**src/hdl/mp2d_pkg.sv**
```systemverilog
`timescale 1ns / 1ps
// ----------------------------------------------------------------------------
// mp2d_pkg
// Shared constants, types and helpers for the streaming 2-D max pooling block.
// ----------------------------------------------------------------------------
package mp2d_pkg;

    // sizing
    localparam int MAX_WIDTH   = 1024;
    localparam int MAX_KERNEL  = 3;
    localparam int WIN_DEPTH   = MAX_KERNEL - 1;
    localparam int ADDR_W      = $clog2(MAX_WIDTH);
    localparam int SAMPLE_W    = 16;
    localparam int CNT_W       = 11;
    localparam int POS_W       = 13;
    localparam int NUM_SLOTS   = 4;
    localparam int CFG_IDX_W   = 3;
    localparam int CFG_DATA_W  = 11;

    typedef logic signed [SAMPLE_W-1:0] t_sample;

    localparam t_sample MOST_NEG = t_sample'(16'sh8000);

    // configuration register indexes
    localparam logic [CFG_IDX_W-1:0] CFG_KERNEL = 3'd0;
    localparam logic [CFG_IDX_W-1:0] CFG_STRIDE = 3'd1;
    localparam logic [CFG_IDX_W-1:0] CFG_WIDTH  = 3'd2;
    localparam logic [CFG_IDX_W-1:0] CFG_HEIGHT = 3'd3;
    localparam logic [CFG_IDX_W-1:0] CFG_PAD    = 3'd4;

    // decoded geometry shared by the datapath
    typedef struct packed {
        logic             k3;       // kernel 3, else kernel 2
        logic             s2;       // stride 2, else stride 1
        logic             pl;
        logic             prt;
        logic             pt;
        logic             pb;
        logic [CNT_W-1:0] w_last;   // last real column
        logic [CNT_W-1:0] h_last;   // last real row
        logic [POS_W-1:0] last_sr;  // padded start row of the last window row
        logic [POS_W-1:0] last_sc;  // padded start column of the last window column
    } t_geom;

    typedef struct packed {
        t_sample pooled_value;
        logic    last_of_run;
        logic    end_of_plane;
    } t_result;

    // results caused by one input word, in delivery order
    typedef struct packed {
        logic [NUM_SLOTS-1:0]          mask;
        t_result [NUM_SLOTS-1:0]       res;
    } t_batch;

    function automatic t_sample smax(input t_sample a, input t_sample b);
        return (a > b) ? a : b;
    endfunction

endpackage

```
**src/hdl/mp2d_out_if.sv**
```systemverilog
`timescale 1ns / 1ps
// ----------------------------------------------------------------------------
// mp2d_out_if
// Pooled result channel: one result word per handshake.
// ----------------------------------------------------------------------------
interface mp2d_out_if;
    logic                          valid;
    logic                          ready;
    logic signed [15:0]            pooled_value;
    logic                          last_of_run;
    logic                          end_of_plane;

    modport source (output valid, output pooled_value, output last_of_run,
                    output end_of_plane, input ready);
    modport sink   (input valid, input pooled_value, input last_of_run,
                    input end_of_plane, output ready);
endinterface

```
**src/hdl/mp2d_result_queue.sv**
```systemverilog
`timescale 1ns / 1ps
// ----------------------------------------------------------------------------
// mp2d_result_queue
// Output register holding up to four results of one input word and
// handing them out one per handshake.
// ----------------------------------------------------------------------------
module mp2d_result_queue (
    input  logic                              i_clk,
    input  logic                              i_rst_n,
    input  logic                              i_load,
    input  mp2d_pkg::t_batch                  i_batch,
    output logic                              o_free,
    mp2d_out_if.source                        o_res
);
    import mp2d_pkg::*;

    logic [NUM_SLOTS-1:0]    r_mask;
    t_result [NUM_SLOTS-1:0] r_res;
    t_result                 head;
    logic                    take;
    logic                    single;

    assign take   = o_res.valid && o_res.ready;
    assign single = ((r_mask & (r_mask - NUM_SLOTS'(1))) == '0);
    assign o_free = (r_mask == '0) || (single && take);

    // pending slots
    always_ff @(posedge i_clk) begin
        if (!i_rst_n) begin
            r_mask <= '0;
        end else if (i_load) begin
            r_mask <= i_batch.mask;
        end else if (take) begin
            r_mask <= r_mask & (r_mask - NUM_SLOTS'(1));
        end
    end

    always_ff @(posedge i_clk) begin
        if (i_load) begin
            r_res <= i_batch.res;
        end
    end

    // lowest pending slot goes first
    always_comb begin
        priority if (r_mask[0]) begin
            head = r_res[0];
        end else if (r_mask[1]) begin
            head = r_res[1];
        end else if (r_mask[2]) begin
            head = r_res[2];
        end else begin
            head = r_res[3];
        end
    end

    assign o_res.valid        = (r_mask != '0);
    assign o_res.pooled_value = head.pooled_value;
    assign o_res.last_of_run  = head.last_of_run;
    assign o_res.end_of_plane = head.end_of_plane;

endmodule

```
**src/flat_wrapper.sv**
```systemverilog
// flat-port wrapper written by rule: the top's interface ports become plain ports
module mp2d_result_queue_flat import mp2d_pkg::*;
  (i_clk, i_rst_n, i_load, i_batch, o_free, o_res_valid, o_res_pooled_value, o_res_last_of_run, o_res_end_of_plane, o_res_ready);
  mp2d_out_if o_res_i ();
  input  logic i_clk;
  input  logic i_rst_n;
  input  logic i_load;
  input  mp2d_pkg::t_batch i_batch;
  output logic o_free;
  output wire logic [$bits(o_res_i.valid)-1:0] o_res_valid;
  output wire logic [$bits(o_res_i.pooled_value)-1:0] o_res_pooled_value;
  output wire logic [$bits(o_res_i.last_of_run)-1:0] o_res_last_of_run;
  output wire logic [$bits(o_res_i.end_of_plane)-1:0] o_res_end_of_plane;
  input wire logic [$bits(o_res_i.ready)-1:0] o_res_ready;
  assign o_res_valid = o_res_i.valid;
  assign o_res_pooled_value = o_res_i.pooled_value;
  assign o_res_last_of_run = o_res_i.last_of_run;
  assign o_res_end_of_plane = o_res_i.end_of_plane;
  assign o_res_i.ready = o_res_ready;
  mp2d_result_queue u_core (.i_clk(i_clk), .i_rst_n(i_rst_n), .i_load(i_load), .i_batch(i_batch), .o_free(o_free), .o_res(o_res_i));
endmodule
```
**config.mk**
```make
export PLATFORM = sky130hd
export DESIGN_NAME = mp2d_result_queue_flat
export DESIGN_NICKNAME = d
export VERILOG_FILES = /design/src/hdl/mp2d_pkg.sv /design/src/hdl/mp2d_out_if.sv /design/src/hdl/mp2d_result_queue.sv /design/src/flat_wrapper.sv
export SDC_FILE = /design/constraint.sdc
export NUM_CORES = 1
export LEC_CHECK = 0
export ABC_AREA = 0
export BUFFER_PORTS_ARGS = -buffer_cell sky130_fd_sc_hd__buf_2
export CAP_MARGIN = 15
export CORE_ASPECT_RATIO = 2
export CORE_MARGIN = 4
export CORE_UTILIZATION = 54
export DETAILED_ROUTE_END_ITERATION = 10
export GPL_ROUTABILITY_DRIVEN = 0
export PLACE_DENSITY = 0.89
export SLEW_MARGIN = 25
export SYNTH_ARGS = -nofsm -noshare
export SYNTH_HDL_FRONTEND = slang
export SYNTH_SLANG_ARGS = --single-unit
export TNS_END_PERCENT = 5
```
**constraint.sdc**
```tcl
create_clock -name i_clk -period 3.35 [get_ports i_clk]
set_input_delay 0.335 -clock i_clk [delete_from_list [all_inputs] [get_ports i_clk]]
set_output_delay 0.335 -clock i_clk [all_outputs]
set_load 0.01 [all_outputs]
```
==> impl_metrics.json <==
{
  "path_class": "reg -> out",
  "maxSlewViolCount": 0,
  "fin_nets": 361,
  "drive_gt1_frac": 0.4718,
  "dp_cells": 330,
  "dieArea_um2": 7034,
  "cts_tree": "built",
  "synth_top_area_frac": 0.7036,
  "hold_end": "u_core.r_res[31]",
  "num_rows": 38,
  "hp-start": "i_batch[31]",
  "dieWidth_um": 61.34,
  "vias": 1727,
  "grt_pass1_vias": 1815,
  "port_buffers": 99,
  "ys_seq_area_frac": 0.7296,
  "avgSynthCellArea_um2": 17.46,
  "reg2reg_slack_ns": 1.80,
  "boundaryPins": 100,
  "fmax_mhz": 386.5,
  "fin_crit_ns": 2.587,
  "worstMarginPinSlew_ns": 0.9440,
  "antenna_found_initial": 0,
  "post_cts_resized": 0,
  "layout.cells.non_filler": 344,
  "core_area_um2": 5468,
  "cts-root-buf": "clkbuf_8",
  "yosysWarnings": 0,
  "grt_usage": 0.1706,
  "status": "finished clean",
  "syn_area_um2": 3073,
  "place_area_um2": 3591,
  "cts_buffer_depth": 2,
  "dr.pass1.iters": 4,
  "r2r_end": "u_core.r_mask[2]",
  "finalInstanceArea_um2": 3739,
  "cp-start-kind": "flip-flop",
  "post-cts-setup-buffer-count": 0,
  "h-tree-depth": 3,
  "wl_um": 5449,
  "rsz0062_at_grt": "no",
  "postCtsHoldBufs": 0,
  "cts_made_buffers": 9,
  "setup_tns_ns": 0,
  "fin_crit_sh": 0.7723,
  "max_cap_violations": 0,
  "final-hold-violation-count": 0,
  "worstHoldPathCells": 1,
  "clock_skew_ns": 0.001588,
  "clock_sinks": 76,
  "p_total_mw": 1.911,
  "synth_largest_area_cell": "edfxtp_1",
  "worst_r2r_path_depth": 2,
  "crit_required_ns": 3.01,
  "cpMaxStageDelayCell": "dfxtp_1",
  "wl_per_cell_um": 15.84,
  "ir_worst_vdd_mv": 0.4240,
  "synth_cells": 176,
  "ys_seq_elements": 76,
  "r2r-start": "u_core.r_mask[2]",
  "synthTopCellsByArea": "edfxtp_1, mux2_4, mux2i_1",
  "critPathCaptureType": "primary output",
  "diodes": 0,
  "leakage_nw": 1.493,
  "drc_errors": 0,
  "postSynthNetCount": 256,
  "slew-limit-headroom": 0.3707,
  "dieHeight_um": 114.7,
  "clk_pin_slew_ns": 0.07,
  "overflow": 0,
  "max_stage_delay_ns": 0.93,
  "setup_viol": 0,
  "cp_data_arrival_time_ns": 2.25,
  "ant_nets": 0,
  "via_per_inst": 5.020,
  "p_per_area_nw_per_um2": 511.2,
  "grt_max_degree": 47,
  "worstPathCellList": "buf_4 > mux2_4 > mux2i_1 > o21ai_1 > buf_2",
  "worstSkewPairLatency_ns": 0.34,
  "grt_pass1_wl_um": 8231,
  "min_path_type": "in -> reg",
  "crit_path_max_fanout": 17,
  "start_util": 0.5620,
  "yosysUniqueCellTypes": 28,
  "first_iter_violations": 38,
  "area_delta_synth_final_pct": 21.66,
  "hpwlAfterDp_um": 3989
}
-- critical path: cells and delay by family, from the launching register on --
kind	cells	cell delay, ns
multiplexers	2	0.45
flip-flops	1	0.93
AO/OA/AOI/OAI	1	0.07
buffers and inverters	2	0.47
-- area by class of cell --
cell class / instances / area, µm²
clock inverter: 3 / 16.27
tap: 60 / 75.07
sequential: 76 / 2242
multi-input combinational: 89 / 728.2
inverter: 2 / 7.507
fill: 371 / 1729
clock buffer: 11 / 131.4
timing repair buffer: 103 / 538.0
-- placed cells by master, fill, tap and decap left out, types with 2 or more instances in the layout --
master and count:
o21ai_1 17, mux2i_1 18, buf_2 99, inv_1 2, edfxtp_1 72, mux2_4 17
clkbuf_1 2, clkbuf_8 9, o311ai_0 2, nand2_1 21, buf_4 3, dfxtp_1 4
a21boi_0 2
-- per-layer routing --
metal | routed length [µm] | GRT usage | share of wire
met5 | 0 | 0 | 0
met2 | 3136 | 0.3041 | 0.58
met4 | 157 | 0.09348 | 0.029
met1 | 1759 | 0.1562 | 0.32
met3 | 396 | 0.06321 | 0.073
-- cells in the mapped netlist --
| cell type | number |
|---|---|
| a21oi_1 | 1 |
| a21boi_0 | 2 |
| nand2b_1 | 1 |
| clkbuf_1 | 1 |
| buf_6 | 2 |
| a211o_1 | 1 |
| or4_1 | 1 |
| nor2b_1 | 1 |
| mux2_4 | 17 |
| edfxtp_1 | 72 |
| mux2i_1 | 18 |
| nor3b_1 | 1 |
| clkbuf_8 | 1 |
| o311ai_0 | 2 |
| buf_2 | 1 |
| o21ai_0 | 1 |
| o21ai_1 | 17 |
| nand2_1 | 21 |
| inv_1 | 2 |
| mux2_2 | 1 |
| dfxtp_1 | 4 |
| o211ai_1 | 1 |
| maj3_2 | 1 |
| a21boi_1 | 1 |
| buf_8 | 2 |
| o31ai_2 | 1 |
| dlymetal6s2s_1 | 1 |
| buf_4 | 1 |
-- cells by family (layout without fill, tap and decap cells) --
| family | after synthesis | after routing | share of synthesized area |
|---|---|---|---|
| multiplexers | 36 | 36 | 0.1454 |
| adder cells (fa/ha/maj) | 1 | 1 | 0.003664 |
| flip-flops | 76 | 76 | 0.7296 |
| AND/OR/NAND/NOR | 25 | 25 | 0.03461 |
| buffers and inverters | 11 | 119 | 0.03338 |
| AO/OA/AOI/OAI | 27 | 27 | 0.05334 |
-- how the worst max path moves through the flow --
stage	slack [ns]	to	startpoint	depth (start not counted)
after floorplan	1.95	o_res_end_of_plane	u_core.r_mask[2]	4
after global placement	1.11	o_res_pooled_value[8]	u_core.r_mask[2]	5
after detailed placement	1.09	o_res_pooled_value[10]	u_core.r_mask[2]	5
after CTS	0.70	o_res_pooled_value[10]	u_core.r_mask[2]	5
after global routing	0.59	o_res_pooled_value[10]	u_core.r_mask[2]	5
final	0.76	o_res_pooled_value[10]	u_core.r_mask[2]	5
-- flip-flops by register name, summed over array words and instances (netlist names) --
name,cells
u_core.r_mask,4
u_core.r_res,72
-- power breakdown --
part | total (mW) | internal [mW] | switching [mW]
clock network | 0.550 | 0.257 | 0.293
logic | 0.215 | 0.116 | 0.0986
registers | 1.15 | 1.12 | 0.0254
total | 1.91 | 1.49 | 0.417
-- metrics by stage --
step                hold slack (ns)    util  worst slack [ns]
global placement             0.5113  0.6568             1.111
global route                 0.1383  0.6838            0.5905
detailed placement           0.5131  0.6568             1.087
finish                       0.1638  0.6838            0.7628
floorplan                    0.4339       -             1.946
CTS                          0.1441  0.6838            0.7005
(Power assumes the default switching activity.)
