--- src/hdl/mp2d_pkg.sv ---
`timescale 1ns / 1ps
// ----------------------------------------------------------------------------
// mp2d_pkg
// Shared constants, types and helpers for the streaming 2-D max pooling block.
// ----------------------------------------------------------------------------
package mp2d_pkg;

    // sizing
    localparam int MAX_WIDTH   = 1024;
    localparam int MAX_KERNEL  = 3;
    localparam int WIN_DEPTH   = MAX_KERNEL - 1;
    localparam int ADDR_W      = $clog2(MAX_WIDTH);
    localparam int SAMPLE_W    = 16;
    localparam int CNT_W       = 11;
    localparam int POS_W       = 13;
    localparam int NUM_SLOTS   = 4;
    localparam int CFG_IDX_W   = 3;
    localparam int CFG_DATA_W  = 11;

    typedef logic signed [SAMPLE_W-1:0] t_sample;

    localparam t_sample MOST_NEG = t_sample'(16'sh8000);

    // configuration register indexes
    localparam logic [CFG_IDX_W-1:0] CFG_KERNEL = 3'd0;
    localparam logic [CFG_IDX_W-1:0] CFG_STRIDE = 3'd1;
    localparam logic [CFG_IDX_W-1:0] CFG_WIDTH  = 3'd2;
    localparam logic [CFG_IDX_W-1:0] CFG_HEIGHT = 3'd3;
    localparam logic [CFG_IDX_W-1:0] CFG_PAD    = 3'd4;

    // decoded geometry shared by the datapath
    typedef struct packed {
        logic             k3;       // kernel 3, else kernel 2
        logic             s2;       // stride 2, else stride 1
        logic             pl;
        logic             prt;
        logic             pt;
        logic             pb;
        logic [CNT_W-1:0] w_last;   // last real column
        logic [CNT_W-1:0] h_last;   // last real row
        logic [POS_W-1:0] last_sr;  // padded start row of the last window row
        logic [POS_W-1:0] last_sc;  // padded start column of the last window column
    } t_geom;

    typedef struct packed {
        t_sample pooled_value;
        logic    last_of_run;
        logic    end_of_plane;
    } t_result;

    // results caused by one input word, in delivery order
    typedef struct packed {
        logic [NUM_SLOTS-1:0]          mask;
        t_result [NUM_SLOTS-1:0]       res;
    } t_batch;

    function automatic t_sample smax(input t_sample a, input t_sample b);
        return (a > b) ? a : b;
    endfunction

endpackage

--- src/hdl/mp2d_window.sv ---
`timescale 1ns / 1ps
// ----------------------------------------------------------------------------
// mp2d_window
// Position counters, input register and horizontal window; forms every
// pooled result that one input word completes.
// ----------------------------------------------------------------------------
module mp2d_window (
    input  logic                              i_clk,
    input  logic                              i_rst_n,
    input  mp2d_pkg::t_geom                   i_geom,
    input  logic                              i_accept,
    input  mp2d_pkg::t_sample                 i_sample,
    input  logic                              i_go,
    input  mp2d_pkg::t_sample                 i_row1,
    input  mp2d_pkg::t_sample                 i_row2,
    output logic                              o_valid,
    output logic [mp2d_pkg::ADDR_W-1:0]       o_rd_addr,
    output logic [mp2d_pkg::ADDR_W-1:0]       o_wr_addr,
    output mp2d_pkg::t_sample                 o_wr_row1,
    output mp2d_pkg::t_sample                 o_wr_row2,
    output mp2d_pkg::t_batch                  o_batch
);
    import mp2d_pkg::*;

    logic [CNT_W-1:0] r_col_cnt;
    logic [CNT_W-1:0] r_row_cnt;
    logic [CNT_W-1:0] c_in;
    logic [CNT_W-1:0] r_in;

    logic             r_valid;
    t_sample          r_x;
    logic [CNT_W-1:0] r_c;
    logic [CNT_W-1:0] r_r;

    t_sample          r_win  [WIN_DEPTH];   // full-span column maxima
    t_sample          r_pwin [WIN_DEPTH];   // border-row column maxima

    logic             row1_ok;
    logic             row2_ok;
    logic             ok1;
    logic             ok2;
    t_sample          vf0, vf1, vf2;
    t_sample          vp0, vp1, vp2;
    t_sample          full_dc0, full_dc1, part_dc0, part_dc1;
    logic [POS_W-1:0] km1;
    logic [POS_W-1:0] sr0, sr1, sc0, sc1;
    logic             rok0, rok1, cok0, cok1;
    logic             rend0, rend1, cend0, cend1;
    logic             dr1_en, dc1_en;
    logic             col_last;

    // clamp counters to the current geometry
    always_comb begin
        c_in = (r_col_cnt > i_geom.w_last) ? i_geom.w_last : r_col_cnt;
        r_in = (r_row_cnt > i_geom.h_last) ? i_geom.h_last : r_row_cnt;
    end

    // raster position of the next word
    always_ff @(posedge i_clk) begin
        if (!i_rst_n) begin
            r_col_cnt <= '0;
            r_row_cnt <= '0;
        end else if (i_accept) begin
            if (c_in == i_geom.w_last) begin
                r_col_cnt <= '0;
                r_row_cnt <= (r_in == i_geom.h_last) ? '0 : r_in + CNT_W'(1);
            end else begin
                r_col_cnt <= c_in + CNT_W'(1);
                r_row_cnt <= r_in;
            end
        end
    end

    // input register occupancy
    always_ff @(posedge i_clk) begin
        if (!i_rst_n) begin
            r_valid <= 1'b0;
        end else if (i_accept) begin
            r_valid <= 1'b1;
        end else if (i_go) begin
            r_valid <= 1'b0;
        end
    end

    // input register payload
    always_ff @(posedge i_clk) begin
        if (i_accept) begin
            r_x <= i_sample;
            r_c <= c_in;
            r_r <= r_in;
        end
    end

    assign col_last = (r_c == i_geom.w_last);

    // vertical maxima for this column and the two before it
    always_comb begin
        row1_ok = (r_r != '0);
        row2_ok = (r_r > CNT_W'(1));
        ok1     = (r_c != '0);
        ok2     = (r_c > CNT_W'(1)) && i_geom.k3;
        vf0 = r_x;
        if (row1_ok) vf0 = smax(vf0, i_row1);
        if (row2_ok && i_geom.k3) vf0 = smax(vf0, i_row2);
        vp0 = (row1_ok && i_geom.k3) ? smax(r_x, i_row1) : r_x;
        vf1 = ok1 ? r_win[0] : MOST_NEG;
        vp1 = ok1 ? r_pwin[0] : MOST_NEG;
        vf2 = ok2 ? r_win[WIN_DEPTH-1] : MOST_NEG;
        vp2 = ok2 ? r_pwin[WIN_DEPTH-1] : MOST_NEG;
        full_dc1 = i_geom.k3 ? smax(vf0, vf1) : vf0;
        full_dc0 = smax(smax(vf0, vf1), vf2);
        part_dc1 = i_geom.k3 ? smax(vp0, vp1) : vp0;
        part_dc0 = smax(smax(vp0, vp1), vp2);
    end

    // window start positions on the padded plane
    always_comb begin
        km1 = i_geom.k3 ? POS_W'(2) : POS_W'(1);
        sr0 = POS_W'(r_r) + POS_W'(i_geom.pt) - km1;
        sr1 = sr0 + POS_W'(1);
        sc0 = POS_W'(r_c) + POS_W'(i_geom.pl) - km1;
        sc1 = sc0 + POS_W'(1);
        dr1_en = (r_r == i_geom.h_last) && i_geom.pb;
        dc1_en = col_last && i_geom.prt;
        rok0 = !sr0[POS_W-1] && (!i_geom.s2 || !sr0[0]);
        rok1 = dr1_en && !sr1[POS_W-1] && (!i_geom.s2 || !sr1[0]);
        cok0 = !sc0[POS_W-1] && (!i_geom.s2 || !sc0[0]);
        cok1 = dc1_en && !sc1[POS_W-1] && (!i_geom.s2 || !sc1[0]);
        rend0 = (sr0 == i_geom.last_sr);
        rend1 = (sr1 == i_geom.last_sr);
        cend0 = (sc0 == i_geom.last_sc);
        cend1 = (sc1 == i_geom.last_sc);
    end

    // result slots: real row first, bottom border row after
    always_comb begin
        o_batch.mask = {rok1 & cok1, rok1 & cok0, rok0 & cok1, rok0 & cok0};
        o_batch.res[0].pooled_value = full_dc0;
        o_batch.res[1].pooled_value = full_dc1;
        o_batch.res[2].pooled_value = part_dc0;
        o_batch.res[3].pooled_value = part_dc1;
        o_batch.res[0].end_of_plane = rend0 & cend0;
        o_batch.res[1].end_of_plane = rend0 & cend1;
        o_batch.res[2].end_of_plane = rend1 & cend0;
        o_batch.res[3].end_of_plane = rend1 & cend1;
        for (int j = 0; j < NUM_SLOTS; j++) begin
            o_batch.res[j].last_of_run =
                o_batch.mask[j] && ((o_batch.mask >> (j + 1)) == '0);
        end
    end

    // column maxima window, cleared at the end of each row
    always_ff @(posedge i_clk) begin
        if (!i_rst_n) begin
            for (int i = 0; i < WIN_DEPTH; i++) r_win[i] <= MOST_NEG;
        end else if (r_valid && i_go) begin
            if (col_last) begin
                for (int i = 0; i < WIN_DEPTH; i++) r_win[i] <= MOST_NEG;
            end else begin
                for (int i = WIN_DEPTH - 1; i >= 1; i--) r_win[i] <= r_win[i-1];
                r_win[0] <= vf0;
            end
        end
    end

    // border-row maxima, masked by column position when read
    always_ff @(posedge i_clk) begin
        if (r_valid && i_go) begin
            for (int i = WIN_DEPTH - 1; i >= 1; i--) r_pwin[i] <= r_pwin[i-1];
            r_pwin[0] <= vp0;
        end
    end

    assign o_valid   = r_valid;
    assign o_rd_addr = ADDR_W'(c_in);
    assign o_wr_addr = ADDR_W'(r_c);
    assign o_wr_row1 = r_x;
    assign o_wr_row2 = i_row1;

endmodule

--- config.mk ---
export PLATFORM = sky130hd
export DESIGN_NAME = mp2d_window
export DESIGN_NICKNAME = d
export VERILOG_FILES = /design/src/hdl/mp2d_pkg.sv /design/src/hdl/mp2d_window.sv
export SDC_FILE = /design/constraint.sdc
export NUM_CORES = 1
export LEC_CHECK = 0
export ABC_AREA = 1
export BUFFER_PORTS_ARGS = -buffer_cell sky130_fd_sc_hd__buf_2
export CORE_ASPECT_RATIO = 0.7
export CORE_UTILIZATION = 58
export CTS_CLUSTER_DIAMETER = 200
export DETAILED_ROUTE_END_ITERATION = 7
export PLACE_DENSITY = 0.81
export SLEW_MARGIN = 20
export SYNTH_ARGS = -nofsm -noshare
export SYNTH_HDL_FRONTEND = slang
export SYNTH_SLANG_ARGS = --single-unit
--- constraint.sdc ---
create_clock -name i_clk -period 16.3 [get_ports i_clk]
set_input_delay 4.075 -clock i_clk [delete_from_list [all_inputs] [get_ports i_clk]]
set_output_delay 4.075 -clock i_clk [all_outputs]
set_load 0.02 [all_outputs]
==> metrics.txt <==
Num CTS Buffers 17; die height 129 um; Gate Count Post-Synth 1888; FILL cells ~2000; Slew HR ~36%; Clk Latency, worst-skew pair 0.44 ns; Tightest Hold Check Type register to register; post-synthesis average cell area between 7 and 8 um^2; final net count 2358; Clock Tree Buf Depth 2; most common cell after layout, fill and taps aside nand2_1; synthesized cell area 0.0133 mm^2; Detail Route Antenna Nets 0; reg2reg start r_r[7]; DR iter-0 viols 1558; Critical Path Sink Type output pin; Reg2Reg Setup Slack 11.72 ns; die area 0.0235 mm^2; GR Layer Usage met3 7.39%; H-Tree Level Count 4; I/O Buffers approximately 230; Hold Path Cell Cnt 0; maxcap violations 0; syn nets 2161; Worst Hold End r_pwin[0][18]; slowest CP cell o21ai_0; Worst-Margin Slew 0.956 ns; Core Region 0.0221 mm^2; Tmin final around 16 ns; final hold violation count 0; final worst-path cycle share a little over nine tenths; Ports about 240; HPWL after DPL between 30000 and 40000 um; layout cells sized above 1 17.1%; setup violators final 0; WL/cell 17.9 um; sequential cell area fraction in the yosys report 26.6%; Final Hold Slack 0.449 ns; GRT Max-Usage Layer met1; Initial Util 60.1%; data arrival time of the worst path roughly 12 ns; total detailed-routing wirelength 43100 um; Vias per Instance 5.74; status completed; Syn-to-layout area delta 14.9%; FF-to-FF path depth 22; vias in the first global route 12300; largest net degree at the start of global routing 53; routability cong. 0.987; fmax 62.8 MHz; VDD IR max about 0.15 mV; worst r2r dst r_win[0][8]; vias roughly 14000; DRC violations left 0; synth unique cells 58; Leak 7.73 nW; Post-Route Skew 0.0125 ns; met1 Track Usage GR 53.3%; Synth async-reset ratio 0%; placed instance area between 0.01 and 0.015 mm^2; Max Slew Vio Count 0; Reg clk slew, reported paths 0.06 ns; Syn. warnings 0; Worst path max stage delay 0.44 ns; CTS tree yes; Rows between 40 and 50; Setup Crit Path Kind input port to output pin; Cell Pwr Density 124 mW/mm^2; Root Buffer clkbuf_16; Max FO, Critical Path 10; Worst Path Required 12.23 ns; Detailed Routing Iterations Pass 1 6; grt met2 use around half; global-route wire length before repair 65200 um; HP Start r_pwin[0][2]; Layout Cell Area excl Fill ~0.015 mm^2; antenna violations before repair 3; CP Launch Type input port; Post-CTS Hold Fix Bufs 0; gr usage total 36.0%; Die X 183 um; grt ovf 0; CTS Sinks 125; most frequent cells in the layout nand2_1, inv_1, buf_2; main flop type after synthesis edfxtp_1; #FFs+latches synth approximately 130; EDFF count, synth 102
-- cells by family (layout without fill, tap and decap cells) --
family | Yosys count | count (layout) | synth area share (%)
AOI/OAI and AO/OA | 304 | 304 | 12.9
xor gates and xnor gates | 66 | 66 | 4.36
and+or+nand+nor | 878 | 881 | 29.0
adders and majority gates | 167 | 167 | 15.9
other | 0 | 3 | 0
DFF | 125 | 125 | 26.6
buffers and inverters | 348 | 555 | 11.3
-- registers in the layout, indices dropped and copies added (netlist names) --
| name | count |
|---|---|
| o_valid | 1 |
| o_wr_row1 | 16 |
| r_c | 11 |
| r_col_cnt | 11 |
| r_pwin | 32 |
| r_r | 11 |
| r_row_cnt | 11 |
| r_win | 32 |
-- timing repair --
action | 4_1_cts | 5_1_grt
gates resized for setup | 1 | 32
cloned | 0 | 4
endpoints found under the setup margin | 3 | 16
pin swaps | 0 | 5
endpoints found under the hold margin | 0 | 0
buffers inserted | 0 | 6
-- stage by stage --
step / power, W / util, % / worst slack [ns] / setup TNS, ns / cells
2_1_floorplan: 0.00110 / - / 1.27 / 0 / 1888
3_3_place_gp: 0.00139 / 65.5 / 0.0612 / 0 / 2361
3_5_place_dp: 0.00140 / 65.5 / 0.0265 / 0 / 2361
4_1_cts: 0.00180 / 68.3 / 0.0493 / 0 / 2393
5_1_grt: 0.00201 / 69.1 / -0.124 / -1.38 / 2406
6_report: 0.00189 / 69.1 / 0.368 / 0 / 2406
-- critical path, delay by kind of cell --
family	cells	cell delay, ns
AOI/OAI and AO/OA	14	2.91
xor gates and xnor gates	1	0.16
adders and majority gates	4	1.23
buffers and inverters	9	1.10
and+or+nand+nor	19	2.36
-- metal layers --
metal | vias to the layer above | routed length, um
li1 | 6694 | -
met1 | 6194 | 19700
met2 | 833 | 17400
met3 | 90 | 4970
met4 | 0 | 1040
met5 | - | 0
-- how the worst max path moves through the flow --
stage	to	from	depth (start not counted)	slack, ns
2_1_floorplan	o_batch[11]	i_row1[15]	47	1.27
3_3_place_gp	o_batch[17]	i_row1[15]	49	0.06
3_5_place_dp	o_batch[17]	i_row1[15]	48	0.03
4_1_cts	o_batch[17]	i_row1[15]	48	0.05
5_1_grt	o_batch[17]	i_row1[15]	54	-0.12
6_report	o_batch[17]	i_row1[15]	47	0.37
-- cell type report --
type | count | area, um^2 | share of cell area [%]
Clock buffer | 24 | 557 | 3.65
Antenna cell | 3 | 7.51 | 0.0493
Multi-Input combinational cell | 1418 | 8330 | 54.7
Sequential cell | 125 | 3520 | 23.1
Inverter | 263 | 1000 | 6.56
Timing Repair Buffer | 260 | 1380 | 9.04
Tap cell | 305 | 382 | 2.50
Clock inverter | 8 | 62.6 | 0.410
-- cell usage after synthesis (3+ instances only) --
master / n / area [um^2]
nand2_1: 461 / 1730
inv_1: 256 / 961
ha_1: 165 / 2060
nor2_1: 149 / 559
nand3_1: 121 / 606
o21ai_0: 120 / 601
a21oi_1: 118 / 591
edfxtp_1: 102 / 3060
nand4_1: 55 / 344
xor2_1: 42 / 368
buf_4: 37 / 278
clkbuf_1: 34 / 128
nor3_1: 28 / 140
xnor2_1: 24 / 210
dfxtp_1: 23 / 460
and2_1: 16 / 100
or2_2: 16 / 100
nand2_2: 8 / 50.1
nor4_1: 8 / 50.1
o21ai_1: 8 / 40.0
buf_2: 6 / 30.0
o2111ai_1: 6 / 52.6
o21ai_2: 6 / 52.6
a211oi_1: 5 / 37.5
a21oi_2: 5 / 43.8
a221oi_1: 5 / 43.8
o21bai_1: 5 / 37.5
buf_6: 4 / 45.0
nand3_2: 4 / 40.0
o211ai_1: 4 / 30.0
buf_1: 3 / 11.3
inv_2: 3 / 11.3
o21a_1: 3 / 22.5
o221ai_1: 3 / 26.3
o22ai_1: 3 / 18.8
-- where the power goes --
group | internal [W] | switching (W)
sequential | 0.000363 | 0.0000137
clock | 0.000241 | 0.000160
combinational | 0.000381 | 0.000731
total | 0.000985 | 0.000904
Power figures use the tool's default switching activity.
