File: src/hdl/mp2d_pkg.sv
`timescale 1ns / 1ps
// ----------------------------------------------------------------------------
// mp2d_pkg
// Shared constants, types and helpers for the streaming 2-D max pooling block.
// ----------------------------------------------------------------------------
package mp2d_pkg;

    // sizing
    localparam int MAX_WIDTH   = 1024;
    localparam int MAX_KERNEL  = 3;
    localparam int WIN_DEPTH   = MAX_KERNEL - 1;
    localparam int ADDR_W      = $clog2(MAX_WIDTH);
    localparam int SAMPLE_W    = 16;
    localparam int CNT_W       = 11;
    localparam int POS_W       = 13;
    localparam int NUM_SLOTS   = 4;
    localparam int CFG_IDX_W   = 3;
    localparam int CFG_DATA_W  = 11;

    typedef logic signed [SAMPLE_W-1:0] t_sample;

    localparam t_sample MOST_NEG = t_sample'(16'sh8000);

    // configuration register indexes
    localparam logic [CFG_IDX_W-1:0] CFG_KERNEL = 3'd0;
    localparam logic [CFG_IDX_W-1:0] CFG_STRIDE = 3'd1;
    localparam logic [CFG_IDX_W-1:0] CFG_WIDTH  = 3'd2;
    localparam logic [CFG_IDX_W-1:0] CFG_HEIGHT = 3'd3;
    localparam logic [CFG_IDX_W-1:0] CFG_PAD    = 3'd4;

    // decoded geometry shared by the datapath
    typedef struct packed {
        logic             k3;       // kernel 3, else kernel 2
        logic             s2;       // stride 2, else stride 1
        logic             pl;
        logic             prt;
        logic             pt;
        logic             pb;
        logic [CNT_W-1:0] w_last;   // last real column
        logic [CNT_W-1:0] h_last;   // last real row
        logic [POS_W-1:0] last_sr;  // padded start row of the last window row
        logic [POS_W-1:0] last_sc;  // padded start column of the last window column
    } t_geom;

    typedef struct packed {
        t_sample pooled_value;
        logic    last_of_run;
        logic    end_of_plane;
    } t_result;

    // results caused by one input word, in delivery order
    typedef struct packed {
        logic [NUM_SLOTS-1:0]          mask;
        t_result [NUM_SLOTS-1:0]       res;
    } t_batch;

    function automatic t_sample smax(input t_sample a, input t_sample b);
        return (a > b) ? a : b;
    endfunction

endpackage

File: src/hdl/mp2d_cfg.sv
`timescale 1ns / 1ps
// ----------------------------------------------------------------------------
// mp2d_cfg
// Configuration registers and decoded plane geometry.
// ----------------------------------------------------------------------------
module mp2d_cfg (
    input  logic                                i_clk,
    input  logic                                i_rst_n,
    input  logic                                i_cfg_we,
    input  logic [mp2d_pkg::CFG_IDX_W-1:0]      i_cfg_idx,
    input  logic [mp2d_pkg::CFG_DATA_W-1:0]     i_cfg_data,
    output mp2d_pkg::t_geom                     o_geom
);
    import mp2d_pkg::*;

    logic [1:0]       r_kernel;
    logic [1:0]       r_stride;
    logic [CNT_W-1:0] r_width;
    logic [CNT_W-1:0] r_height;
    logic [3:0]       r_pad;

    logic [POS_W-1:0] w_eff;
    logic [POS_W-1:0] h_eff;
    logic [POS_W-1:0] pw;
    logic [POS_W-1:0] ph;
    logic [POS_W-1:0] k_val;
    logic [POS_W-1:0] dw;
    logic [POS_W-1:0] dh;

    // register writes
    always_ff @(posedge i_clk) begin
        if (!i_rst_n) begin
            r_kernel <= 2'd2;
            r_stride <= 2'd2;
            r_width  <= CNT_W'(1024);
            r_height <= CNT_W'(1024);
            r_pad    <= 4'd0;
        end else if (i_cfg_we) begin
            unique case (i_cfg_idx)
                CFG_KERNEL: r_kernel <= i_cfg_data[1:0];
                CFG_STRIDE: r_stride <= i_cfg_data[1:0];
                CFG_WIDTH:  r_width  <= i_cfg_data[CNT_W-1:0];
                CFG_HEIGHT: r_height <= i_cfg_data[CNT_W-1:0];
                CFG_PAD:    r_pad    <= i_cfg_data[3:0];
                default: ;
            endcase
        end
    end

    // effective sizes: width saturates to the line store, zero acts as one
    always_comb begin
        w_eff = POS_W'(r_width);
        if (w_eff > POS_W'(MAX_WIDTH)) w_eff = POS_W'(MAX_WIDTH);
        if (w_eff == '0) w_eff = POS_W'(1);
        h_eff = POS_W'(r_height);
        if (h_eff == '0) h_eff = POS_W'(1);
    end

    // padded sizes and the start of the last window on each axis
    always_comb begin
        o_geom.k3  = (r_kernel == 2'd3) && (MAX_KERNEL >= 3);
        o_geom.s2  = (r_stride != 2'd1);
        o_geom.pl  = r_pad[0];
        o_geom.prt = r_pad[1];
        o_geom.pt  = r_pad[2];
        o_geom.pb  = r_pad[3];
        o_geom.w_last = CNT_W'(w_eff - POS_W'(1));
        o_geom.h_last = CNT_W'(h_eff - POS_W'(1));
        k_val = o_geom.k3 ? POS_W'(3) : POS_W'(2);
        pw = w_eff + POS_W'(r_pad[0]) + POS_W'(r_pad[1]);
        ph = h_eff + POS_W'(r_pad[2]) + POS_W'(r_pad[3]);
        dw = pw - k_val;
        dh = ph - k_val;
        o_geom.last_sc = o_geom.s2 ? {dw[POS_W-1:1], 1'b0} : dw;
        o_geom.last_sr = o_geom.s2 ? {dh[POS_W-1:1], 1'b0} : dh;
    end

endmodule

File: config.mk
export PLATFORM = sky130hd
export DESIGN_NAME = mp2d_cfg
export DESIGN_NICKNAME = d
export VERILOG_FILES = /design/src/hdl/mp2d_pkg.sv /design/src/hdl/mp2d_cfg.sv
export SDC_FILE = /design/constraint.sdc
export NUM_CORES = 1
export LEC_CHECK = 0
export BUFFER_PORTS_ARGS = -buffer_cell sky130_fd_sc_hd__buf_2
export CORE_UTILIZATION = 56
export CTS_BUF_LIST = sky130_fd_sc_hd__clkbuf_4 sky130_fd_sc_hd__clkbuf_8
export DETAILED_ROUTE_END_ITERATION = 12
export PLACE_DENSITY_LB_ADDON = 0.12
export SLEW_MARGIN = 0
export SYNTH_ARGS = -nofsm -noshare
export SYNTH_HDL_FRONTEND = slang
export SYNTH_SLANG_ARGS = --single-unit
File: constraint.sdc
create_clock -name i_clk -period 4.65 [get_ports i_clk]
set_input_delay 0.93 -clock i_clk [delete_from_list [all_inputs] [get_ports i_clk]]
set_output_delay 0.93 -clock i_clk [all_outputs]
set_load 0.02 [all_outputs]
==> results of run 1 <==
==> through the flow <==
stage / hold slack, ns / instances
floorplan: 0.432 / 393
global route: 0.485 / 534
global placement: 0.446 / 525
CTS: 0.469 / 533
detailed placement: 0.455 / 525
finish: 0.472 / 534
==> Yosys cell counts, types with 2 or more instances <==
cell type | n | area (µm²)
nand2_1 | 72 | 270
nand2b_1 | 6 | 37.5
xor2_1 | 8 | 70.1
o211ai_1 | 3 | 22.5
mux2i_1 | 8 | 80.1
fa_1 | 4 | 80.1
o31ai_1 | 2 | 15.0
a21oi_1 | 16 | 80.1
o21bai_1 | 2 | 15.0
nor3b_1 | 2 | 15.0
inv_2 | 2 | 7.51
and2_1 | 2 | 12.5
a311oi_1 | 2 | 17.5
ha_1 | 41 | 513
xnor2_1 | 23 | 201
o21ai_0 | 7 | 35.0
nand3_1 | 5 | 25.0
inv_1 | 50 | 188
nor2_1 | 21 | 78.8
a21boi_0 | 14 | 105
a21boi_1 | 7 | 52.6
a221oi_1 | 2 | 17.5
or4_1 | 4 | 30.0
a31oi_1 | 3 | 18.8
nor3_1 | 6 | 30.0
nand4_1 | 2 | 12.5
nor4_1 | 4 | 25.0
dfxtp_1 | 30 | 601
clkbuf_1 | 9 | 33.8
nor2b_1 | 15 | 93.8
a21o_1 | 3 | 22.5
==> layer usage <==
metal,vias up,GRT usage [%]
li1,1443,-
met1,1293,37.9
met2,58,39.2
met3,5,3.75
met4,0,6.50
met5,-,0
==> critical path: stages, from the launching register on <==
cell	delay, ns
dfxtp_1	0.34
inv_1	0.10
ha_1	0.20
and4b_4	0.28
a31oi_1	0.16
fa_1	0.48
fa_1	0.41
nor2b_1	0.17
o21ai_1	0.09
a21oi_2	0.20
o41a_1	0.24
nor4_1	0.06
a311o_1	0.31
buf_2	0.16
==> report_power, final <==
part / switching [mW] / total [mW] / internal, mW / leakage (nW)
registers: 0.00600 / 0.269 / 0.263 / 0.243
clock network: 0.0971 / 0.246 / 0.149 / 0.0575
logic: 0.120 / 0.198 / 0.0772 / 1.26
==> state kept, by name, summed over array words and instances, names as in the netlist <==
register  flops
r_pad         4
r_stride      2
r_width      11
r_kernel      2
r_height     11
==> cells in the final DEF, fill, tap and decap left out, types with 14 or more instances in the layout <==
cell      count
a21boi_0     14
a21oi_1      14
buf_2        70
dfxtp_1      30
ha_1         41
inv_1        50
nand2_1      72
nor2_1       21
nor2b_1      15
xnor2_1      23
==> cell type report <==
class                           count  area [µm²]  area share [%]
Inverter                           53         199            5.65
Multi-Input combinational cell    301        2160            61.3
Tap cell                           70        87.6            2.49
Sequential cell                    30         601            17.1
Timing Repair Buffer               72         365            10.4
Clock buffer                        8         110            3.13
==> how the worst max path moves through the flow <==
stage                      end  slack, ns  cells past startpoint
global placement    o_geom[23]       0.59                     13
floorplan           o_geom[10]       0.64                     12
CTS                 o_geom[23]       0.15                     13
finish              o_geom[23]       0.21                     13
detailed placement  o_geom[23]       0.45                     13
global route        o_geom[23]       0.01                     13
==> kinds of logic after synthesis <==
kind of cell             after synthesis  synth area share (%)
flip-flops                            30                  20.2
XOR/XNOR                              31                  9.11
AO/OA/AOI/OAI                         73                  17.8
AND/OR/NAND/NOR                      144                  22.6
buffers and inverters                 62                  7.81
multiplexers                           8                  2.69
adder cells (fa/ha/maj)               45                  19.9
==> timing repair <==
action | 4_1_cts | 5_1_grt
endpoints found under the setup margin | 0 | 2
buffers inserted | 0 | 1
gates resized for setup | 0 | 3
==> metrics.md, run 1 <==
| Metric | Value |
|---|---|
| Synth Flop Type | `dfxtp_1` |
| First-pass iteration count of the detailed router | `4` |
| Pwr Total | `0.713 mW` |
| Fillers | `463` |
| Critical Path AT | `3.51 ns` |
| CP Launch Type | `flop` |
| Drt total wl | `6870 µm` |
| Antenna diodes | `0` |
| Vert. Die Dim | `74.9 µm` |
| Wire per inst | `12.9 µm` |
| Die area | `5620 µm²` |
| CTS Buf Count | `5` |
| CTS hold repair buffers | `0` |
| WS Path Type | `reg2out` |
| Worst Setup SP | `r_height[5]` |
| Pwr Density | `202 nW/µm²` |
| Final Skew | `0 ns` |
| Final Hold Fails | `0` |
| YS warnings | `0` |
| Dpl hpwl | `5460 µm` |
| Largest net degree at the start of global routing | `31` |
| Place WS | `0.445 ns` |
| Final nets | `525` |
| Worst-path clk slew | `0.06 ns` |
| Synth cell types | `49` |
| Total clock sinks | `30` |
| Setup slack after layout | `0.213 ns` |
| Seq/Total Area, Yosys | `20.2%` |
| Max-cap violations | `0` |
| Core region area | `5110 µm²` |
| Final min period | `4.44 ns` |
| H-tree levels | `2` |
| Final Cell Area | `3520 µm²` |
| Post-Synthesis Cells | `393` |
| Tcrit/Tclk final | `95.4%` |
| Residual DRC count | `0` |
| Layout cell share with drive strength beyond 1 | `19.6%` |
| Hold depth | `2` |
| Wl on met1 | `3560 µm` |
| CTS tree | `yes` |
| Syn nets | `455` |
| Max-slew violations | `0` |
| Later-pin clock latency in the skew report | `0.28 ns` |
| Mapped Area | `2980 µm²` |
| Placed Area | `3390 µm²` |
| Via-to-Cell Ratio | `5.24` |
| Leakage | `1.56 nW` |
| Area added between synthesis and finish | `18.2%` |
| Clk root buf | `clkbuf_8` |
| Max Clk Rate | `0.225 GHz` |
| CP max FO | `5` |
| Die width | `74.9 µm` |
| Crit path capture type | `output port` |
| Reg-to-reg setup timing slack | `3.45 ns` |
| Overall routing resource usage | `25.7%` |
| R2R depth | `2` |
| Initial Util | `58.3%` |
| Setup violators final | `0` |
| R2R Path Start | `r_width[10]` |
| GP Congestion | `0.822` |
| RR Endpoint | `r_width[10]` |
| Io pins | `71` |
| Vias in the first global route | `2446` |
| Synth Register Bits | `30` |
| Initial antenna violation count | `0` |
| IO buf count | `70` |
| Async SR Flop Fraction | `0%` |
| Hold Path Class | `reg2reg` |
| Core Rows | `26` |
| Max Root-Sink Buffers | `2` |
| Slew @ Worst Pin | `0.811 ns` |
| Required @ worst endpoint | `3.72 ns` |
| RSZ-0062 raised after global routing | `false` |
| WL met3 | `222 µm` |
| Max VDD drop | `0.197 mV` |
| Iteration-0 DRC Markers | `166` |
| Post-synth EDFFs | `0` |
| Syn avg cell area | `7.58 µm²` |
| Final core utilization | `69.0%` |
| Grt ovf | `0` |
| Worst Hold End | `r_stride[1]` |
| WL met2 | `3050 µm` |
| Worst Hold Launch | `r_stride[1]` |
| Setup TNS | `0 ns` |
| DR vias | `2799` |
| Detail Route Antenna Nets | `0` |
| DR top layer | `met4` |
| First-pass GRT wire length | `11000 µm` |
| Slew HR | `45.5%` |
| Status | `finished clean` |
(Power assumes the default switching activity.)
==> inputs of run 2 (changes only) <==
--- a/config.mk
+++ b/config.mk
@@ -6,7 +6,7 @@
 export NUM_CORES = 1
 export LEC_CHECK = 0
 export BUFFER_PORTS_ARGS = -buffer_cell sky130_fd_sc_hd__buf_2
-export CORE_UTILIZATION = 56
+export CORE_UTILIZATION = 35
 export CTS_BUF_LIST = sky130_fd_sc_hd__clkbuf_4 sky130_fd_sc_hd__clkbuf_8
 export DETAILED_ROUTE_END_ITERATION = 12
 export PLACE_DENSITY_LB_ADDON = 0.12
==> metrics.md, run 2 (same netlist as run 1, synthesis figures left out) <==
| Metric | Value |
|---|---|
| GP Congestion | `0.817 (was 0.822)` |
| Leakage | `1.56 nW (about the same)` |
| Detail Route Antenna Nets | `0 (unchanged)` |
| Final Skew | `0 ns (unchanged)` |
| Most frequent cells in the layout | `72 x nand2_1, 70 x buf_2, 50 x inv_1 (unchanged)` |
| RSZ-0062 raised after global routing | `false (unchanged)` |
| First-pass GRT wire length | `11600 µm (was 11000 µm)` |
| Crit path capture type | `output port (unchanged)` |
| Tcrit/Tclk final | `95.2% (was 95.4%)` |
| Die width | `94.3 µm (was 74.9 µm)` |
| H-tree levels | `2 (unchanged)` |
| Total clock sinks | `30 (unchanged)` |
| Clk root buf | `clkbuf_8 (unchanged)` |
| IO buf count | `70 (unchanged)` |
| Commonest non-fill, non-tap cell in the layout | `nand2_1 (unchanged)` |
| Placed Area | `3430 µm² (was 3390 µm²)` |
| Hold Path Class | `reg2reg (unchanged)` |
| CTS Buf Count | `5 (unchanged)` |
| Max Root-Sink Buffers | `2 (unchanged)` |
| Core region area | `8220 µm² (was 5110 µm²)` |
| Overall routing resource usage | `16.3% (was 25.7%)` |
| Initial antenna violation count | `1 (was 0)` |
| Final Hold Fails | `0 (unchanged)` |
| Max VDD drop | `0.163 mV (was 0.197 mV)` |
| WS Path Type | `reg2out (unchanged)` |
| Worst-path clk slew | `0.06 ns (about the same)` |
| Slew @ Worst Pin | `0.742 ns (was 0.811 ns)` |
| CP max FO | `5 (unchanged)` |
| Pwr Density | `205 nW/µm² (was 202 nW/µm²)` |
| Buf/Inv on CP | `2 (unchanged)` |
| Setup violators final | `0 (unchanged)` |
| Vert. Die Dim | `94.3 µm (was 74.9 µm)` |
| Antenna diodes | `0 (unchanged)` |
| Drt total wl | `6920 µm (was 6870 µm)` |
| Io pins | `71 (unchanged)` |
| DR vias | `2721 (was 2799)` |
| Die area | `8880 µm² (was 5620 µm²)` |
| Vias in the first global route | `2551 (was 2446)` |
| Wire per inst | `12.2 µm (was 12.9 µm)` |
| Required @ worst endpoint | `3.72 ns (about the same)` |
| Crit path cell chain | `inv_1 -> ha_1 -> and4b_4 -> a31oi_1 -> fa_1 -> fa_1 -> nor2b_1 -> o21ai_1 -> a21oi_2 -> o41a_1 -> nor4_1 -> a311o_1 -> buf_2 (unchanged)` |
| Area added between synthesis and finish | `19.6% (was 18.2%)` |
| CP peak stage delay | `0.49 ns (was 0.48 ns)` |
| Final min period | `4.43 ns (was 4.44 ns)` |
| Final Cell Area | `3560 µm² (was 3520 µm²)` |
| CTS tree | `yes (unchanged)` |
| Initial Util | `36.3% (was 58.3%)` |
| Max-slew violations | `0 (unchanged)` |
| Core Rows | `33 (was 26)` |
| Max Clk Rate | `0.226 GHz (was 0.225 GHz)` |
| Dpl hpwl | `5620 µm (was 5460 µm)` |
| Later-pin clock latency in the skew report | `0.28 ns (about the same)` |
| CP Launch Type | `flop (unchanged)` |
| Via-to-Cell Ratio | `4.79 (was 5.24)` |
| Layout cell share with drive strength beyond 1 | `19.2% (was 19.6%)` |
| Largest net degree at the start of global routing | `31 (unchanged)` |
| CP top delay family | `adder cells (unchanged)` |
| Final nets | `525 (unchanged)` |
| Setup TNS | `0 ns (unchanged)` |
| Status | `finished clean (unchanged)` |
| Grt ovf | `0 (unchanged)` |
| First-pass iteration count of the detailed router | `4 (unchanged)` |
| Slew HR | `50.2% (was 45.5%)` |
| Residual DRC count | `0 (unchanged)` |
| Max-cap violations | `0 (unchanged)` |
| Iteration-0 DRC Markers | `81 (was 166)` |
| Biggest regs | `r_height (11), r_width (11), r_pad (4) (unchanged)` |
| Crit-path slowest cell | `fa_1 (unchanged)` |
| Critical Path AT | `3.50 ns (was 3.51 ns)` |
| Worst path most repeated cell | `fa_1 (unchanged)` |
run 2: cell count changes in the layout (fill, tap and decap cells not counted):
cell,change
clkbuf_8,-2
bufinv_16,+1
nor4_1,+1
nor4_2,-1
run 2: worst paths after layout:
| kind | slack, ns | cells past startpoint | startpoint | end |
|---|---|---|---|---|
| max reg2reg | 3.53 | 2 | r_width[10] | r_width[10] |
| min reg2reg | 0.47 | 2 | r_stride[1] | r_stride[1] |
| min | 0.47 | 2 | r_stride[1] | r_stride[1] |
| max | 0.22 | 13 | r_height[7] | o_geom[23] |
run 2: metal layers:
| metal | global-route usage, % | routed length, µm | up-vias |
|---|---|---|---|
| met3 | 3.64 | 324 | 5 |
| li1 | - | - | 1431 |
| met1 | 22.5 | 3470 | 1241 |
| met5 | 0 | 0 | - |
| met4 | 2.69 | 28 | 0 |
| met2 | 26.1 | 3110 | 44 |
run 2: power breakdown:
group	switching, mW	leakage [nW]	internal, mW	total (mW)
Clock	0.0952	0.0573	0.171	0.266
Sequential	0.00547	0.243	0.263	0.268
Combinational	0.119	1.26	0.0766	0.195
run 2: stage by stage:
step	setup WS (ns)	cells	utilization (%)	power [mW]	hold WS, ns
after floorplan	0.639	393	-	0.409	0.432
after global placement	0.543	560	41.8	0.468	0.445
after detailed placement	0.496	560	41.8	0.469	0.454
after CTS	0.160	567	43.2	0.738	0.471
after global routing	0.0157	568	43.4	0.770	0.499
final	0.225	568	43.4	0.730	0.467
run 2: what timing repair did:
| item | in CTS | in global routing |
|---|---|---|
| endpoints found under the setup margin | 0 | 2 |
| hold buffers | 0 | 0 |
| gates resized for setup | 0 | 2 |
| setup buffers | 0 | 1 |
run 2: final cells by class:
type | instances | area (µm²)
clock inverter | 1 | 30.0
inverter | 53 | 199
multi-input combinational | 301 | 2150
fill | 876 | 4650
tap | 105 | 131
sequential | 30 | 601
timing repair buffer | 72 | 365
clock buffer | 6 | 82.6
run 2: worst min-delay path, cell delays in order (launching register included):
cell,delay (ns)
dfxtp_1,0.32
mux2i_1,0.06
nand2_1,0.06
==> inputs of run 3 (changes only) <==
--- a/config.mk
+++ b/config.mk
@@ -9,7 +9,7 @@
 export CORE_UTILIZATION = 35
 export CTS_BUF_LIST = sky130_fd_sc_hd__clkbuf_4 sky130_fd_sc_hd__clkbuf_8
 export DETAILED_ROUTE_END_ITERATION = 12
-export PLACE_DENSITY_LB_ADDON = 0.12
+export PLACE_DENSITY = 0.62
 export SLEW_MARGIN = 0
 export SYNTH_ARGS = -nofsm -noshare
 export SYNTH_HDL_FRONTEND = slang
==> metrics.md, run 3 (same netlist as run 1, synthesis figures left out) <==
| Metric | Value |
|---|---|
| Later-pin clock latency in the skew report | `0.28 ns (about the same)` |
| Via-to-Cell Ratio | `4.92 (was 4.79)` |
| Layout cell share with drive strength beyond 1 | `19.0% (was 19.2%)` |
| Register area | `601 µm² (unchanged)` |
| Area added between synthesis and finish | `18.6% (was 19.6%)` |
| First-pass iteration count of the detailed router | `4 (unchanged)` |
| Fin cells | `567 (was 568)` |
| DR vias | `2788 (was 2721)` |
| CTS tree | `yes (unchanged)` |
| Crit path cell chain | `inv_1 -> ha_1 -> and4b_4 -> a31oi_1 -> fa_1 -> fa_1 -> nor2b_1 -> o21ai_1 -> a21oi_2 -> o41a_1 -> nor4_1 -> a311o_1 -> buf_2 (unchanged)` |
| Status | `finished clean (unchanged)` |
| Worst Hold End | `r_kernel[1] (was r_stride[1])` |
| Most frequent cells in the layout | `72 x nand2_1, 70 x buf_2, 50 x inv_1 (unchanged)` |
| IO buf count | `70 (unchanged)` |
| R2R Path Start | `r_width[10] (unchanged)` |
| Hold Path Class | `reg2reg (unchanged)` |
| Initial antenna violation count | `0 (was 1)` |
| P_int | `0.454 mW (was 0.511 mW)` |
| Pwr Density | `190 nW/µm² (was 205 nW/µm²)` |
| Final Hold Fails | `0 (unchanged)` |
| Slew HR | `39.5% (was 50.2%)` |
| Clock Power Share | `30.4% (was 36.5%)` |
| CP max FO | `5 (unchanged)` |
| Grt ovf | `0 (unchanged)` |
| Drt total wl | `7210 µm (was 6920 µm)` |
| Clk root buf | `clkbuf_8 (unchanged)` |
| Vert. Die Dim | `94.3 µm (unchanged)` |
| Max Clk Rate | `0.226 GHz (about the same)` |
| Max-slew violations | `0 (unchanged)` |
| Setup TNS | `0 ns (unchanged)` |
| WS Path Type | `reg2out (unchanged)` |
| Die area | `8880 µm² (unchanged)` |
| Final min period | `4.43 ns (about the same)` |
| Crit-path slowest cell | `fa_1 (unchanged)` |
| Setup violators final | `0 (unchanged)` |
| Biggest regs | `r_height (11), r_width (11), r_pad (4) (unchanged)` |
| RSZ-0062 raised after global routing | `false (unchanged)` |
| R2R depth | `2 (unchanged)` |
| Switching share of power | `32.4% (was 30.1%)` |
| Place WS | `0.502 ns (was 0.496 ns)` |
| Io pins | `71 (unchanged)` |
| Largest net degree at the start of global routing | `31 (unchanged)` |
| Sequential share of power | `40.0% (was 36.7%)` |
| Core region area | `8220 µm² (unchanged)` |
| Setup slack after layout | `0.222 ns (was 0.225 ns)` |
| Critical Path AT | `3.50 ns (about the same)` |
| Crit path capture type | `output port (unchanged)` |
| Placed Cells | `560 (unchanged)` |
| Fillers | `866 (was 876)` |
| Antenna diodes | `0 (unchanged)` |
| GP Congestion | `0.881 (was 0.817)` |
| Worst Hold Launch | `r_kernel[1] (was r_stride[1])` |
| Die width | `94.3 µm (unchanged)` |
| Overall routing resource usage | `17.0% (was 16.3%)` |
| Wire per inst | `12.7 µm (was 12.2 µm)` |
| Final Cell Area | `3530 µm² (was 3560 µm²)` |
| Placed Area | `3430 µm² (unchanged)` |
| CTS hold repair buffers | `0 (unchanged)` |
| Required @ worst endpoint | `3.72 ns (about the same)` |
| Total clock sinks | `30 (unchanged)` |
| Dpl hpwl | `5910 µm (was 5620 µm)` |
| Hold depth | `2 (unchanged)` |
| Residual DRC count | `0 (unchanged)` |
| Area of the multi-input gates | `2150 µm² (unchanged)` |
| RR Endpoint | `r_width[10] (unchanged)` |
| Worst-path clk slew | `0.06 ns (about the same)` |
| Max VDD drop | `0.137 mV (was 0.163 mV)` |
| CP peak stage delay | `0.50 ns (was 0.49 ns)` |
| Max-cap violations | `0 (unchanged)` |
| Final Skew | `0 ns (unchanged)` |
| Final nets | `525 (unchanged)` |
| Tcrit/Tclk final | `95.2% (about the same)` |
| WHS | `0.464 ns (was 0.467 ns)` |
| Max Root-Sink Buffers | `2 (unchanged)` |
| Iteration-0 DRC Markers | `121 (was 81)` |
| Final core utilization | `43.0% (was 43.4%)` |
| Detail Route Antenna Nets | `0 (unchanged)` |
| Vias in the first global route | `2619 (was 2551)` |
| NetSw | `0.218 mW (was 0.219 mW)` |
| Reg-to-reg setup timing slack | `3.47 ns (was 3.53 ns)` |
| Initial Util | `36.3% (unchanged)` |
| Slew @ Worst Pin | `0.900 ns (was 0.742 ns)` |
| First-pass GRT wire length | `11900 µm (was 11600 µm)` |
| Leakage | `1.54 nW (was 1.56 nW)` |
| CP Launch Type | `flop (unchanged)` |
| Core Rows | `33 (unchanged)` |
| H-tree levels | `2 (unchanged)` |
| Pwr Total | `0.671 mW (was 0.730 mW)` |
| Commonest non-fill, non-tap cell in the layout | `nand2_1 (unchanged)` |
| Combinational fraction of design power | `29.5% (was 26.8%)` |
| Worst path most repeated cell | `fa_1 (unchanged)` |
| CTS Buf Count | `5 (unchanged)` |
==> run 3: changes by cell type in the layout (fill, tap and decap cells not counted) <==
| cell | delta |
|---|---|
| bufinv_16 | -1 |
==> run 3: metal layers <==
| layer | track usage, % | up-vias | wire, µm |
|---|---|---|---|
| met5 | 0 | - | 0 |
| met4 | 2.95 | 0 | 71 |
| met3 | 3.56 | 8 | 305 |
| met2 | 27.7 | 56 | 3300 |
| met1 | 23.0 | 1284 | 3540 |
| li1 | - | 1440 | - |
==> run 3: critical path: cells and delay by family (launching register included) <==
| family | cells | cell delay, ns |
|---|---|---|
| and+or+nand+nor | 3 | 0.51 |
| DFF | 1 | 0.34 |
| adders and majority gates | 3 | 1.10 |
| AOI/OAI and AO/OA | 5 | 1.00 |
| buffers and inverters | 2 | 0.26 |
==> run 3: power by group through the flow <==
stage	Clock (mW)	Combinational (mW)	Sequential (mW)
final	0.204	0.198	0.269
after global routing	0.222	0.217	0.270
after CTS	0.207	0.198	0.269
after detailed placement	0	0.197	0.274
after global placement	0	0.195	0.274
after floorplan	0	0.135	0.273
==> run 3: cell type report <==
class                           count  share of cell area (%)
Sequential cell                    30                    17.0
Inverter                           53                    5.63
Multi-Input combinational cell    301                    61.0
Tap cell                          105                    3.72
Timing Repair Buffer               72                    10.3
Clock buffer                        6                    2.34
==> run 3: worst max path at each step <==
stage | from | slack (ns) | end | cells after the start
finish | r_height[5] | 0.22 | o_geom[23] | 13
global route | r_height[7] | 0.02 | o_geom[23] | 13
CTS | r_height[5] | 0.19 | o_geom[23] | 13
detailed placement | r_height[5] | 0.50 | o_geom[23] | 13
global placement | r_height[7] | 0.58 | o_geom[23] | 13
floorplan | r_width[0] | 0.64 | o_geom[10] | 12
==> run 3: timing repair <==
action / in CTS / in global routing
setup buffers: 0 / 1
gates resized for setup: 0 / 2
endpoints found under the hold margin: 0 / 0
setup endpoints to repair: 0 / 2
